## config.mk

```make
export PLATFORM = sky130hd
export DESIGN_NAME = orientation_step_rotator_flat
export DESIGN_NICKNAME = d
export VERILOG_FILES = /design/src/rtl/osr_pkg.sv /design/src/rtl/osr_if.sv /design/src/rtl/osr_mul.sv /design/src/rtl/orientation_step_rotator.sv /design/src/flat_wrapper.sv
export SDC_FILE = /design/constraint.sdc
export NUM_CORES = 2
export LEC_CHECK = 0
export BUFFER_PORTS_ARGS = -buffer_cell sky130_fd_sc_hd__buf_2
export CAP_MARGIN = 40
export CORE_ASPECT_RATIO = 1.1
export CORE_MARGIN = 5
export CORE_UTILIZATION = 40
export CTS_CLUSTER_DIAMETER = 100
export DETAILED_ROUTE_END_ITERATION = 10
export HOLD_SLACK_MARGIN = 0.03
export PLACE_DENSITY = 0.58
export SYNTH_ARGS = -nofsm -noshare
export SYNTH_HDL_FRONTEND = slang
export SYNTH_HIERARCHICAL = 1
export SYNTH_SLANG_ARGS = --single-unit
```

## constraint.sdc

```tcl
create_clock -name clk -period 11.8 [get_ports clk]
set_clock_uncertainty 0.2 [all_clocks]
set_input_delay 2.36 -clock clk [delete_from_list [all_inputs] [get_ports clk]]
set_output_delay 2.36 -clock clk [all_outputs]
set_load 0.005 [all_outputs]
```

## src/rtl/osr_pkg.sv

```systemverilog
// Shared types, constants and fixed-point helpers for the orientation step rotator.
package osr_pkg;

	localparam int VEC_W = 20;
	localparam int ACC_W = 64;
	localparam int MB_W  = 22;
	localparam int CNT_W = 5;
	localparam int COEF_W = 16;
	localparam longint INV_SQRT2_Q30 = 64'sd759250125;

	typedef logic signed [VEC_W-1:0] vec_t;
	typedef logic signed [ACC_W-1:0] acc_t;
	typedef logic signed [MB_W-1:0]  mb_t;

	localparam acc_t VEC_MAX = acc_t'(524287);
	localparam acc_t VEC_MIN = -acc_t'(524288);

	function automatic acc_t rnd(input acc_t x, input int sh);
		acc_t h;
		h = acc_t'(1) <<< (sh - 1);
		if (sh == 0) begin
			return x;
		end
		return (x + h) >>> sh;
	endfunction

	function automatic vec_t sat20(input acc_t x);
		if (x > VEC_MAX) begin
			return vec_t'(VEC_MAX);
		end
		if (x < VEC_MIN) begin
			return vec_t'(VEC_MIN);
		end
		return x[VEC_W-1:0];
	endfunction

	// base axes N,NW,W,SW,S,SE,E,NE; x is always zero
	function automatic vec_t base_axis(input logic [2:0] d, input logic [1:0] c,
		input vec_t one, input vec_t r);
		vec_t y;
		vec_t z;
		case (d)
			3'd0: begin y = one;  z = '0;   end
			3'd1: begin y = r;    z = -r;   end
			3'd2: begin y = '0;   z = -one; end
			3'd3: begin y = -r;   z = -r;   end
			3'd4: begin y = -one; z = '0;   end
			3'd5: begin y = -r;   z = r;    end
			3'd6: begin y = '0;   z = one;  end
			default: begin y = r; z = r;    end
		endcase
		case (c)
			2'd1: return y;
			2'd2: return z;
			default: return '0;
		endcase
	endfunction

endpackage

```

## src/rtl/osr_if.sv

```systemverilog
// Request and response channel interfaces of the orientation step rotator.
interface osr_req_if;
	logic                valid;
	logic                ready;
	logic                cmd;
	logic [2:0]          direction;
	osr_pkg::vec_t       load_x;
	osr_pkg::vec_t       load_y;
	osr_pkg::vec_t       load_z;
	modport source(output valid, cmd, direction, load_x, load_y, load_z, input ready);
	modport sink(input valid, cmd, direction, load_x, load_y, load_z, output ready);
endinterface

interface osr_rsp_if;
	logic          valid;
	logic          ready;
	osr_pkg::vec_t out_x;
	osr_pkg::vec_t out_y;
	osr_pkg::vec_t out_z;
	modport source(output valid, out_x, out_y, out_z, input ready);
	modport sink(input valid, out_x, out_y, out_z, output ready);
endinterface

```

## src/rtl/osr_mul.sv

```systemverilog
// Bit-serial signed multiplier: one multiplier bit per cycle.
module osr_mul (
	input  logic           clk,
	input  logic           arst_n,
	input  logic           start,
	input  osr_pkg::acc_t  a,
	input  osr_pkg::mb_t   b,
	output logic           done,
	output osr_pkg::acc_t  p
);

	osr_pkg::acc_t acc_q;
	osr_pkg::acc_t a_q;
	osr_pkg::mb_t  b_q;
	logic [osr_pkg::CNT_W-1:0] cnt_q;
	logic busy_q;
	logic done_q;
	logic last;

	assign last = (cnt_q == osr_pkg::CNT_W'(osr_pkg::MB_W - 1));

	always_ff @(posedge clk or negedge arst_n) begin
		if (!arst_n) begin
			busy_q <= 1'b0;
			done_q <= 1'b0;
			cnt_q  <= '0;
		end else begin
			done_q <= 1'b0;
			if (start) begin
				busy_q <= 1'b1;
				cnt_q  <= '0;
			end else if (busy_q) begin
				cnt_q <= cnt_q + 1'b1;
				if (last) begin
					busy_q <= 1'b0;
					done_q <= 1'b1;
				end
			end
		end
	end

	always_ff @(posedge clk) begin
		if (start) begin
			acc_q <= '0;
			a_q   <= a;
			b_q   <= b;
		end else if (busy_q) begin
			// sign bit of the multiplier has negative weight
			if (b_q[0]) begin
				acc_q <= last ? acc_q - a_q : acc_q + a_q;
			end
			a_q <= a_q <<< 1;
			b_q <= b_q >>> 1;
		end
	end

	assign done = done_q;
	assign p    = acc_q;

	a_start_idle: assert property (@(posedge clk) disable iff (!arst_n) start |-> !busy_q)
		else $error("multiply started while busy");
	a_done_idle: assert property (@(posedge clk) disable iff (!arst_n) done_q |-> !busy_q)
		else $error("done while busy");
	a_cnt_range: assert property (@(posedge clk) disable iff (!arst_n)
		busy_q |-> (cnt_q < osr_pkg::CNT_W'(osr_pkg::MB_W)))
		else $error("bit counter out of range");

endmodule

```

## src/rtl/orientation_step_rotator.sv

```systemverilog
// Top level: rotates position and axis table by a quaternion step with a serial multiplier.
// Load transaction: the accepted request passes to the done state, which writes the result
// register once the output register is free and returns to idle for the next accept;
// a rotate with an axis beyond the table takes the same path.
// Rotate transaction: seven setup products, then 18 products for the position and for each
// axis, issued one at a time to the single bit-serial multiplier, before the done state.
// One transaction at a time; the next is accepted while a result waits in the output register.
// Reset (async, active low) loads position (-1,0,0), the eight base axes and cos = sin = 23170.
module orientation_step_rotator #(
	parameter int NUM_DIRS  = 8,
	parameter int FRAC_BITS = 16
) (
	input  logic        clk,
	input  logic        arst_n,
	input  logic        psel,
	input  logic        penable,
	input  logic        pwrite,
	input  logic [2:0]  paddr,
	input  logic [31:0] pwdata,
	output logic [31:0] prdata,
	output logic        pready,
	osr_req_if.sink     req,
	osr_rsp_if.source   rsp
);

	localparam int IDX_W = $clog2(NUM_DIRS + 1);
	localparam int AX_W  = $clog2(NUM_DIRS);
	localparam osr_pkg::acc_t ONE_L = osr_pkg::acc_t'(osr_pkg::sat20(
		osr_pkg::acc_t'(1) <<< FRAC_BITS));
	localparam osr_pkg::acc_t R_L = osr_pkg::acc_t'(osr_pkg::sat20(
		osr_pkg::rnd(osr_pkg::INV_SQRT2_Q30, 30 - FRAC_BITS)));
	localparam osr_pkg::vec_t ONE_V = ONE_L[osr_pkg::VEC_W-1:0];
	localparam osr_pkg::vec_t R_V   = R_L[osr_pkg::VEC_W-1:0];

	localparam logic [1:0] ST_IDLE  = 2'd0;
	localparam logic [1:0] ST_SETUP = 2'd1;
	localparam logic [1:0] ST_VEC   = 2'd2;
	localparam logic [1:0] ST_DONE  = 2'd3;

	localparam logic [4:0] SU_U0  = 5'd0;
	localparam logic [4:0] SU_U1  = 5'd1;
	localparam logic [4:0] SU_U2  = 5'd2;
	localparam logic [4:0] SU_UU0 = 5'd3;
	localparam logic [4:0] SU_UU1 = 5'd4;
	localparam logic [4:0] SU_UU2 = 5'd5;
	localparam logic [4:0] SU_CC  = 5'd6;

	localparam logic [4:0] VS_DOT0 = 5'd0;
	localparam logic [4:0] VS_DOT1 = 5'd1;
	localparam logic [4:0] VS_DOT2 = 5'd2;
	localparam logic [4:0] VS_X0A  = 5'd3;
	localparam logic [4:0] VS_X0B  = 5'd4;
	localparam logic [4:0] VS_X1A  = 5'd5;
	localparam logic [4:0] VS_X1B  = 5'd6;
	localparam logic [4:0] VS_X2A  = 5'd7;
	localparam logic [4:0] VS_X2B  = 5'd8;
	localparam logic [4:0] VS_T0   = 5'd9;
	localparam logic [4:0] VS_T1   = 5'd10;
	localparam logic [4:0] VS_T2   = 5'd11;
	localparam logic [4:0] VS_DU0  = 5'd12;
	localparam logic [4:0] VS_KV0  = 5'd13;
	localparam logic [4:0] VS_DU1  = 5'd14;
	localparam logic [4:0] VS_KV1  = 5'd15;
	localparam logic [4:0] VS_DU2  = 5'd16;
	localparam logic [4:0] VS_KV2  = 5'd17;

	logic [1:0] state_q;
	logic [4:0] step_q;
	logic [IDX_W-1:0] vi_q;
	logic issued_q;

	logic [15:0] c_q;
	logic [15:0] s_q;
	osr_pkg::vec_t pos_q [3];
	osr_pkg::vec_t axis_q [NUM_DIRS][3];
	osr_pkg::vec_t a_q [3];
	osr_pkg::mb_t  u_q [3];
	osr_pkg::acc_t sum_q;
	osr_pkg::acc_t d_q;
	osr_pkg::acc_t k_q;
	osr_pkg::acc_t cr_q [3];

	logic rv_q;
	osr_pkg::vec_t ox_q;
	osr_pkg::vec_t oy_q;
	osr_pkg::vec_t oz_q;

	logic [IDX_W-1:0] vm1;
	logic [AX_W-1:0]  ax_idx;
	logic [AX_W-1:0]  dir_idx;
	osr_pkg::vec_t vsel [3];
	logic [4:0] s3;
	logic [4:0] s9;
	logic [4:0] s12;
	logic [1:0] ju;
	logic [1:0] jt;
	logic [1:0] jr;

	osr_pkg::acc_t op_a;
	osr_pkg::mb_t  op_b;
	logic mul_start;
	logic mul_done;
	osr_pkg::acc_t mul_p;

	osr_pkg::acc_t p_r15;
	osr_pkg::acc_t p2_r15;
	osr_pkg::acc_t k_val;
	osr_pkg::acc_t d_val;
	osr_pkg::vec_t res_val;
	logic wr_cfg;
	logic acc_req;
	logic out_free;

	assign pready = 1'b1;
	assign wr_cfg = psel & penable & pwrite;
	assign prdata = paddr[2] ? {16'b0, s_q} : {16'b0, c_q};

	assign vm1     = vi_q - 1'b1;
	assign ax_idx  = vm1[AX_W-1:0];
	assign dir_idx = AX_W'(req.direction);
	assign s3  = step_q - SU_UU0;
	assign s9  = step_q - VS_T0;
	assign s12 = step_q - VS_DU0;
	assign ju  = s3[1:0];
	assign jt  = s9[1:0];
	assign jr  = s12[2:1];

	always_comb begin
		for (int j = 0; j < 3; j++) begin
			vsel[j] = (vi_q == '0) ? pos_q[j] : axis_q[ax_idx][j];
		end
	end

	always_comb begin
		op_a = '0;
		op_b = '0;
		if (state_q == ST_SETUP) begin
			case (step_q)
				SU_U0, SU_U1, SU_U2: begin
					op_a = osr_pkg::acc_t'(a_q[step_q[1:0]]);
					op_b = osr_pkg::mb_t'({6'b0, s_q});
				end
				SU_UU0, SU_UU1, SU_UU2: begin
					op_a = osr_pkg::acc_t'(u_q[ju]);
					op_b = u_q[ju];
				end
				default: begin
					op_a = osr_pkg::acc_t'({48'b0, c_q});
					op_b = osr_pkg::mb_t'({6'b0, c_q});
				end
			endcase
		end else begin
			case (step_q)
				VS_DOT0, VS_DOT1, VS_DOT2: begin
					op_a = osr_pkg::acc_t'(u_q[step_q[1:0]]);
					op_b = osr_pkg::mb_t'(vsel[step_q[1:0]]);
				end
				VS_X0A: begin op_a = osr_pkg::acc_t'(u_q[1]); op_b = osr_pkg::mb_t'(vsel[2]); end
				VS_X0B: begin op_a = osr_pkg::acc_t'(u_q[2]); op_b = osr_pkg::mb_t'(vsel[1]); end
				VS_X1A: begin op_a = osr_pkg::acc_t'(u_q[2]); op_b = osr_pkg::mb_t'(vsel[0]); end
				VS_X1B: begin op_a = osr_pkg::acc_t'(u_q[0]); op_b = osr_pkg::mb_t'(vsel[2]); end
				VS_X2A: begin op_a = osr_pkg::acc_t'(u_q[0]); op_b = osr_pkg::mb_t'(vsel[1]); end
				VS_X2B: begin op_a = osr_pkg::acc_t'(u_q[1]); op_b = osr_pkg::mb_t'(vsel[0]); end
				VS_T0, VS_T1, VS_T2: begin
					op_a = cr_q[jt];
					op_b = osr_pkg::mb_t'({6'b0, c_q});
				end
				VS_DU0, VS_DU1, VS_DU2: begin
					op_a = d_q;
					op_b = u_q[jr];
				end
				default: begin
					op_a = k_q;
					op_b = osr_pkg::mb_t'(vsel[jr]);
				end
			endcase
		end
	end

	assign mul_start = (state_q == ST_SETUP || state_q == ST_VEC) && !issued_q;

	osr_mul u_mul (
		.clk    (clk),
		.arst_n (arst_n),
		.start  (mul_start),
		.a      (op_a),
		.b      (op_b),
		.done   (mul_done),
		.p      (mul_p)
	);

	assign p_r15   = osr_pkg::rnd(mul_p, 15);
	assign p2_r15  = osr_pkg::rnd(mul_p <<< 1, 15);
	assign k_val   = osr_pkg::rnd(mul_p, 30 - FRAC_BITS) - osr_pkg::rnd(sum_q, FRAC_BITS);
	assign d_val   = osr_pkg::rnd(sum_q + mul_p, FRAC_BITS);
	assign res_val = osr_pkg::sat20(osr_pkg::rnd(sum_q + mul_p + cr_q[jr], FRAC_BITS));

	assign req.ready = (state_q == ST_IDLE);
	assign acc_req   = req.valid && (state_q == ST_IDLE);
	assign out_free  = !rv_q || rsp.ready;

	always_ff @(posedge clk or negedge arst_n) begin
		if (!arst_n) begin
			state_q  <= ST_IDLE;
			step_q   <= '0;
			vi_q     <= '0;
			issued_q <= 1'b0;
			c_q      <= 16'd23170;
			s_q      <= 16'd23170;
			rv_q     <= 1'b0;
			pos_q[0] <= -ONE_V;
			pos_q[1] <= '0;
			pos_q[2] <= '0;
			for (int i = 0; i < NUM_DIRS; i++) begin
				for (int j = 0; j < 3; j++) begin
					axis_q[i][j] <= osr_pkg::base_axis(3'(i), 2'(j), ONE_V, R_V);
				end
			end
		end else begin
			if (wr_cfg && pready) begin
				if (paddr[2]) begin
					s_q <= pwdata[15:0];
				end else begin
					c_q <= pwdata[15:0];
				end
			end
			if (rsp.valid && rsp.ready) begin
				rv_q <= 1'b0;
			end
			if (mul_start) begin
				issued_q <= 1'b1;
			end
			case (state_q)
				ST_IDLE: begin
					if (acc_req) begin
						step_q <= '0;
						vi_q   <= '0;
						if (!req.cmd) begin
							pos_q[0] <= req.load_x;
							pos_q[1] <= req.load_y;
							pos_q[2] <= req.load_z;
							state_q  <= ST_DONE;
						end else if (int'(req.direction) < NUM_DIRS) begin
							for (int j = 0; j < 3; j++) begin
								a_q[j] <= axis_q[dir_idx][j];
							end
							state_q <= ST_SETUP;
						end else begin
							state_q <= ST_DONE;
						end
					end
				end
				ST_SETUP: begin
					if (mul_done) begin
						issued_q <= 1'b0;
						step_q   <= step_q + 1'b1;
						case (step_q)
							SU_U0, SU_U1, SU_U2: u_q[step_q[1:0]] <= p_r15[osr_pkg::MB_W-1:0];
							SU_UU0: sum_q <= mul_p;
							SU_UU1, SU_UU2: sum_q <= sum_q + mul_p;
							default: begin
								k_q     <= k_val;
								step_q  <= '0;
								state_q <= ST_VEC;
							end
						endcase
					end
				end
				ST_VEC: begin
					if (mul_done) begin
						issued_q <= 1'b0;
						step_q   <= step_q + 1'b1;
						case (step_q)
							VS_DOT0, VS_X0A, VS_X1A, VS_X2A: sum_q <= mul_p;
							VS_DOT1: sum_q <= sum_q + mul_p;
							VS_DOT2: d_q <= d_val;
							VS_X0B: cr_q[0] <= sum_q - mul_p;
							VS_X1B: cr_q[1] <= sum_q - mul_p;
							VS_X2B: cr_q[2] <= sum_q - mul_p;
							VS_T0, VS_T1, VS_T2: cr_q[jt] <= p2_r15;
							VS_DU0, VS_DU1, VS_DU2: sum_q <= mul_p <<< 1;
							default: begin
								if (vi_q == '0) begin
									pos_q[jr] <= res_val;
								end else begin
									axis_q[ax_idx][jr] <= res_val;
								end
								if (step_q == VS_KV2) begin
									step_q <= '0;
									if (int'(vi_q) == NUM_DIRS) begin
										state_q <= ST_DONE;
									end else begin
										vi_q <= vi_q + 1'b1;
									end
								end
							end
						endcase
					end
				end
				default: begin
					if (out_free) begin
						rv_q    <= 1'b1;
						state_q <= ST_IDLE;
					end
				end
			endcase
		end
	end

	always_ff @(posedge clk) begin
		if (state_q == ST_DONE && out_free) begin
			ox_q <= pos_q[0];
			oy_q <= pos_q[1];
			oz_q <= pos_q[2];
		end
	end

	assign rsp.valid = rv_q;
	assign rsp.out_x = ox_q;
	assign rsp.out_y = oy_q;
	assign rsp.out_z = oz_q;

	a_done_busy: assert property (@(posedge clk) disable iff (!arst_n)
		mul_done |-> (state_q == ST_SETUP || state_q == ST_VEC))
		else $error("multiplier result outside a rotation");
	a_vi_range: assert property (@(posedge clk) disable iff (!arst_n)
		(state_q == ST_VEC) |-> (int'(vi_q) <= NUM_DIRS))
		else $error("vector index out of range");
	a_ready_quiet: assert property (@(posedge clk) disable iff (!arst_n)
		req.ready |-> !issued_q)
		else $error("ready while a product is in flight");

endmodule

```

## src/flat_wrapper.sv

```systemverilog
// flat-port wrapper written by rule: the top's interface ports become plain ports
module orientation_step_rotator_flat 
#(
	parameter int NUM_DIRS  = 8,
	parameter int FRAC_BITS = 16
)
  (clk, arst_n, psel, penable, pwrite, paddr, pwdata, prdata, pready, req_valid, req_cmd, req_direction, req_load_x, req_load_y, req_load_z, req_ready, rsp_valid, rsp_out_x, rsp_out_y, rsp_out_z, rsp_ready);
  osr_req_if req_i ();
  osr_rsp_if rsp_i ();
  input  logic clk;
  input  logic arst_n;
  input  logic psel;
  input  logic penable;
  input  logic pwrite;
  input  logic [2:0] paddr;
  input  logic [31:0] pwdata;
  output logic [31:0] prdata;
  output logic pready;
  input wire logic [$bits(req_i.valid)-1:0] req_valid;
  input wire logic [$bits(req_i.cmd)-1:0] req_cmd;
  input wire logic [$bits(req_i.direction)-1:0] req_direction;
  input wire logic [$bits(req_i.load_x)-1:0] req_load_x;
  input wire logic [$bits(req_i.load_y)-1:0] req_load_y;
  input wire logic [$bits(req_i.load_z)-1:0] req_load_z;
  output wire logic [$bits(req_i.ready)-1:0] req_ready;
  output wire logic [$bits(rsp_i.valid)-1:0] rsp_valid;
  output wire logic [$bits(rsp_i.out_x)-1:0] rsp_out_x;
  output wire logic [$bits(rsp_i.out_y)-1:0] rsp_out_y;
  output wire logic [$bits(rsp_i.out_z)-1:0] rsp_out_z;
  input wire logic [$bits(rsp_i.ready)-1:0] rsp_ready;
  assign req_i.valid = req_valid;
  assign req_i.cmd = req_cmd;
  assign req_i.direction = req_direction;
  assign req_i.load_x = req_load_x;
  assign req_i.load_y = req_load_y;
  assign req_i.load_z = req_load_z;
  assign req_ready = req_i.ready;
  assign rsp_valid = rsp_i.valid;
  assign rsp_out_x = rsp_i.out_x;
  assign rsp_out_y = rsp_i.out_y;
  assign rsp_out_z = rsp_i.out_z;
  assign rsp_i.ready = rsp_ready;
  orientation_step_rotator #(.NUM_DIRS(NUM_DIRS), .FRAC_BITS(FRAC_BITS)) u_core (.clk(clk), .arst_n(arst_n), .psel(psel), .penable(penable), .pwrite(pwrite), .paddr(paddr), .pwdata(pwdata), .prdata(prdata), .pready(pready), .req(req_i), .rsp(rsp_i));
endmodule
```

==> reports/results.tsv <==
stage	metric	value	unit
die	coreArea	0.226	mm^2
setup_path	cp.depth	28	
clock_network	clockBufferDepth	3	
timing	fmax	93.2	MHz
timing	setup_viol	0	
setup_path	cpLargestDelayFamily	compound AO/OA/AOI/OAI gates	
setup_path	startpoint	u_core/u_mul/p[1]	
timing	post-route-period-util	0.910	
clock_network	h-tree-depth	4	
setup_path	crit_top_cell	o21ai_0	
logic_synthesis	synthTopCellsByArea	edfxtp_1, dfrtp_1, mux4_2	
clock_network	cts-root-buf	clkbuf_16	
setup_path	rr_worst_depth	28	
setup_path	critPathKind	register to register	
detailed_routing	wl_per_cell	30.6	um
timing	setup-tns-final	0	ps
detailed_routing	routed-via-count	78700	
detailed_routing	routed_via_density	6.37	
timing	setup_ws	1070	ps
die	die_y	511	um
finish	syn_to_final_growth	11.1	%
run_status	outcome	finished clean	
clock_network	path_clk_slew	60	ps
setup_path	worstPathRequired	12290	ps
setup_path	worst-path-buf-inv	2	
timing	fin_crit	10730	ps
setup_path	reg2reg_to	u_core/axis_q[198]	
logic_synthesis	ys_async_sr_fraction	0.437	
global_route	antenna_found_initial	15	
logic_synthesis	ys_types	117	
die	ios	201	
setup_path	reg2reg_from	u_core/u_mul/p[1]	
finish	final_nets	9738	
detailed_routing	drc	0	
setup_path	ff2ff_setup_slack	1070	ps
timing	relSlewSlack	0.199	
detailed_routing	firstDrtPassIters	8	
global_route	met2_usage	0.483	
timing	tightest_slew	1200	ps
placement	gp_congestion	1.02	
timing	timing_hold_violations_final	0	
die	rows	183	
logic_synthesis	yosys.area.top_type	edfxtp_1	
setup_path	cp-start-kind	register	
placement	post-dp-hpwl	279	mm
clock_network	cts_hold_buf	0	
detailed_routing	ant_nets	0	
setup_path	cp.arrival	11220	ps
logic_synthesis	synthFlopType	edfxtp_1	
die	start_util	0.402	
logic_synthesis	syn_area_per_cell	9.81	um^2
finish	final_cell_mix	nand2_1, a21oi_1, o21ai_0	
finish	final_common_cell	nand2_1	
clock_network	ctsResizeCount	0	
setup_path	crit_fanout	24	
finish	drive_gt1_frac	0.167	
setup_path	critPathCaptureType	register	
clock_network	cts_made_buffers	156	
timing	rsz0062_at_grt	false	
logic_synthesis	syn_inst	9293	
setup_path	crit_slowest_cell	o41ai_1	
placement	io_buffers	165	
job	cap_violations	0	
logic_synthesis	synth_edf_count	698	
placement	dp_slack	1360	ps
logic_synthesis	netlist.area_leader.share	0.230	
global_route	grt_pass1_vias	76200	
logic_synthesis	ys_seq_area_frac	0.408	
global_route	busiest_layer	met2	
setup_path	critPathMaxStageDelay	710	ps
clock_network	post_cts_buffers	0	
detailed_routing	drt_wl_total	378	mm
worst_hold_path	hold_class	register to register	
logic_synthesis	netlist_area	0.0911	mm^2
clock_network	cts.sinks	1354	
global_route	gr-usage-all-layers	0.308	
detailed_routing	drt_iter0_drc	9806	
clock_network	tritoncts	done	
clock_network	clk_latency	860	ps
die	dieArea	0.237	mm^2
logic_synthesis	synth_warnings	6	
global_route	grtUsageMet1	0.374	
finish	final_util	0.447	
die	die_w	465	um
timing	slew_viol_final	0	
logic_synthesis	synth_seq_cells	1354	
global_route	grt_pass1_wl	541	mm
global_route	grtUsageMet3	0.0655	
global_route	grt_max_degree	112	
setup_path	crit_path_end	u_core/axis_q[198]	
global_route	grt_overflow_total	0	
## cells by family (layout without fill, tap and decap cells)
group	after synthesis	count (layout)	synth area share
XOR/XNOR	489	489	0.0470
multiplexers	762	762	0.137
AND/OR/NAND/NOR	2654	2654	0.130
buffers and inverters	982	1062	0.0443
AO/OA/AOI/OAI	2676	2676	0.182
flip-flops	1354	1354	0.408
other	2	28	0.0000824
adder cells (fa/ha/maj)	374	374	0.0517
## layer usage
layer | vias up | wire length [um]
met4 | 0 | 33700
li1 | 34400 | -
met2 | 4154 | 171000
met3 | 964 | 33700
met5 | - | 0
met1 | 39200 | 139000
## worst register-to-register path, delay by kind of cell (launching register included)
family	cells	cell delay, ps
adders and majority gates	3	1080
DFF	1	580
and+or+nand+nor	6	1450
AOI/OAI and AO/OA	16	6230
xor gates and xnor gates	1	670
buffers and inverters	2	410
## stage by stage
stage          cells  hold WS, ps  cell area (um^2)
2_1_floorplan   9308          242             91200
3_3_place_gp   12000          259             95000
3_5_place_dp   12100          257             96000
4_1_cts        12300          271            101000
5_1_grt        12400          279            101000
6_report       12400          275            101000
## Yosys cell counts, types with 218 or more instances
| cell | instances |
|---|---|
| mux2_2 | 230 |
| dfrtp_1 | 482 |
| nor2_1 | 723 |
| o21ai_0 | 802 |
| mux4_2 | 362 |
| a21oi_1 | 803 |
| edfxtp_1 | 698 |
| inv_1 | 282 |
| ha_1 | 370 |
| xnor2_1 | 356 |
| nand3_1 | 218 |
| nand2_1 | 1082 |
| clkbuf_1 | 522 |
## registers in the layout, summed over array words and instances (netlist names), 2 cells and up, named ones only
signal              cells
u_core/rsp.out_y       20
u_core/rsp.out_z       20
u_core/u_mul/a_q       64
u_core/u_q             88
u_core/a_q             60
u_core/sum_q           64
u_core/d_q             48
u_core/cr_q           241
u_core/vi_q             4
u_core/rsp.out_x       20
u_core/state_q          2
u_core/axis_q         480
u_core/u_mul/b_q       22
u_core/u_mul/cnt_q      5
u_core/u_mul/p         64
u_core/c_q             16
u_core/s_q             16
u_core/k_q             51
u_core/pos_q           60
u_core/step_q           5
## area by class of cell
cell class | count | area [um^2]
timing repair buffer | 485 | 3650
clock buffer | 228 | 4550
clock inverter | 60 | 708
multi-input combinational | 6972 | 50300
antenna | 11 | 27.5
tap | 2960 | 3700
sequential | 1354 | 37200
fill | 21400 | 125000
inverter | 289 | 1080
## how the worst min path moves through the flow
stage	startpoint	endpoint	slack, ps	depth (start not counted)
3_5_place_dp	u_core/pos_q[34]	u_core/rsp.out_y[14]	260	0
3_3_place_gp	u_core/pos_q[34]	u_core/rsp.out_y[14]	260	0
5_1_grt	u_core/axis_q[319]	u_core/axis_q[319]	280	2
2_1_floorplan	u_core/pos_q[52]	u_core/rsp.out_x[12]	240	0
6_report	u_core/axis_q[319]	u_core/axis_q[319]	280	2
4_1_cts	u_core/pos_q[34]	u_core/rsp.out_y[14]	270	0
Power is left out: the tool's default activity adds up to more than one toggle a clock period on the data nets, which glitch-free logic cannot reach.
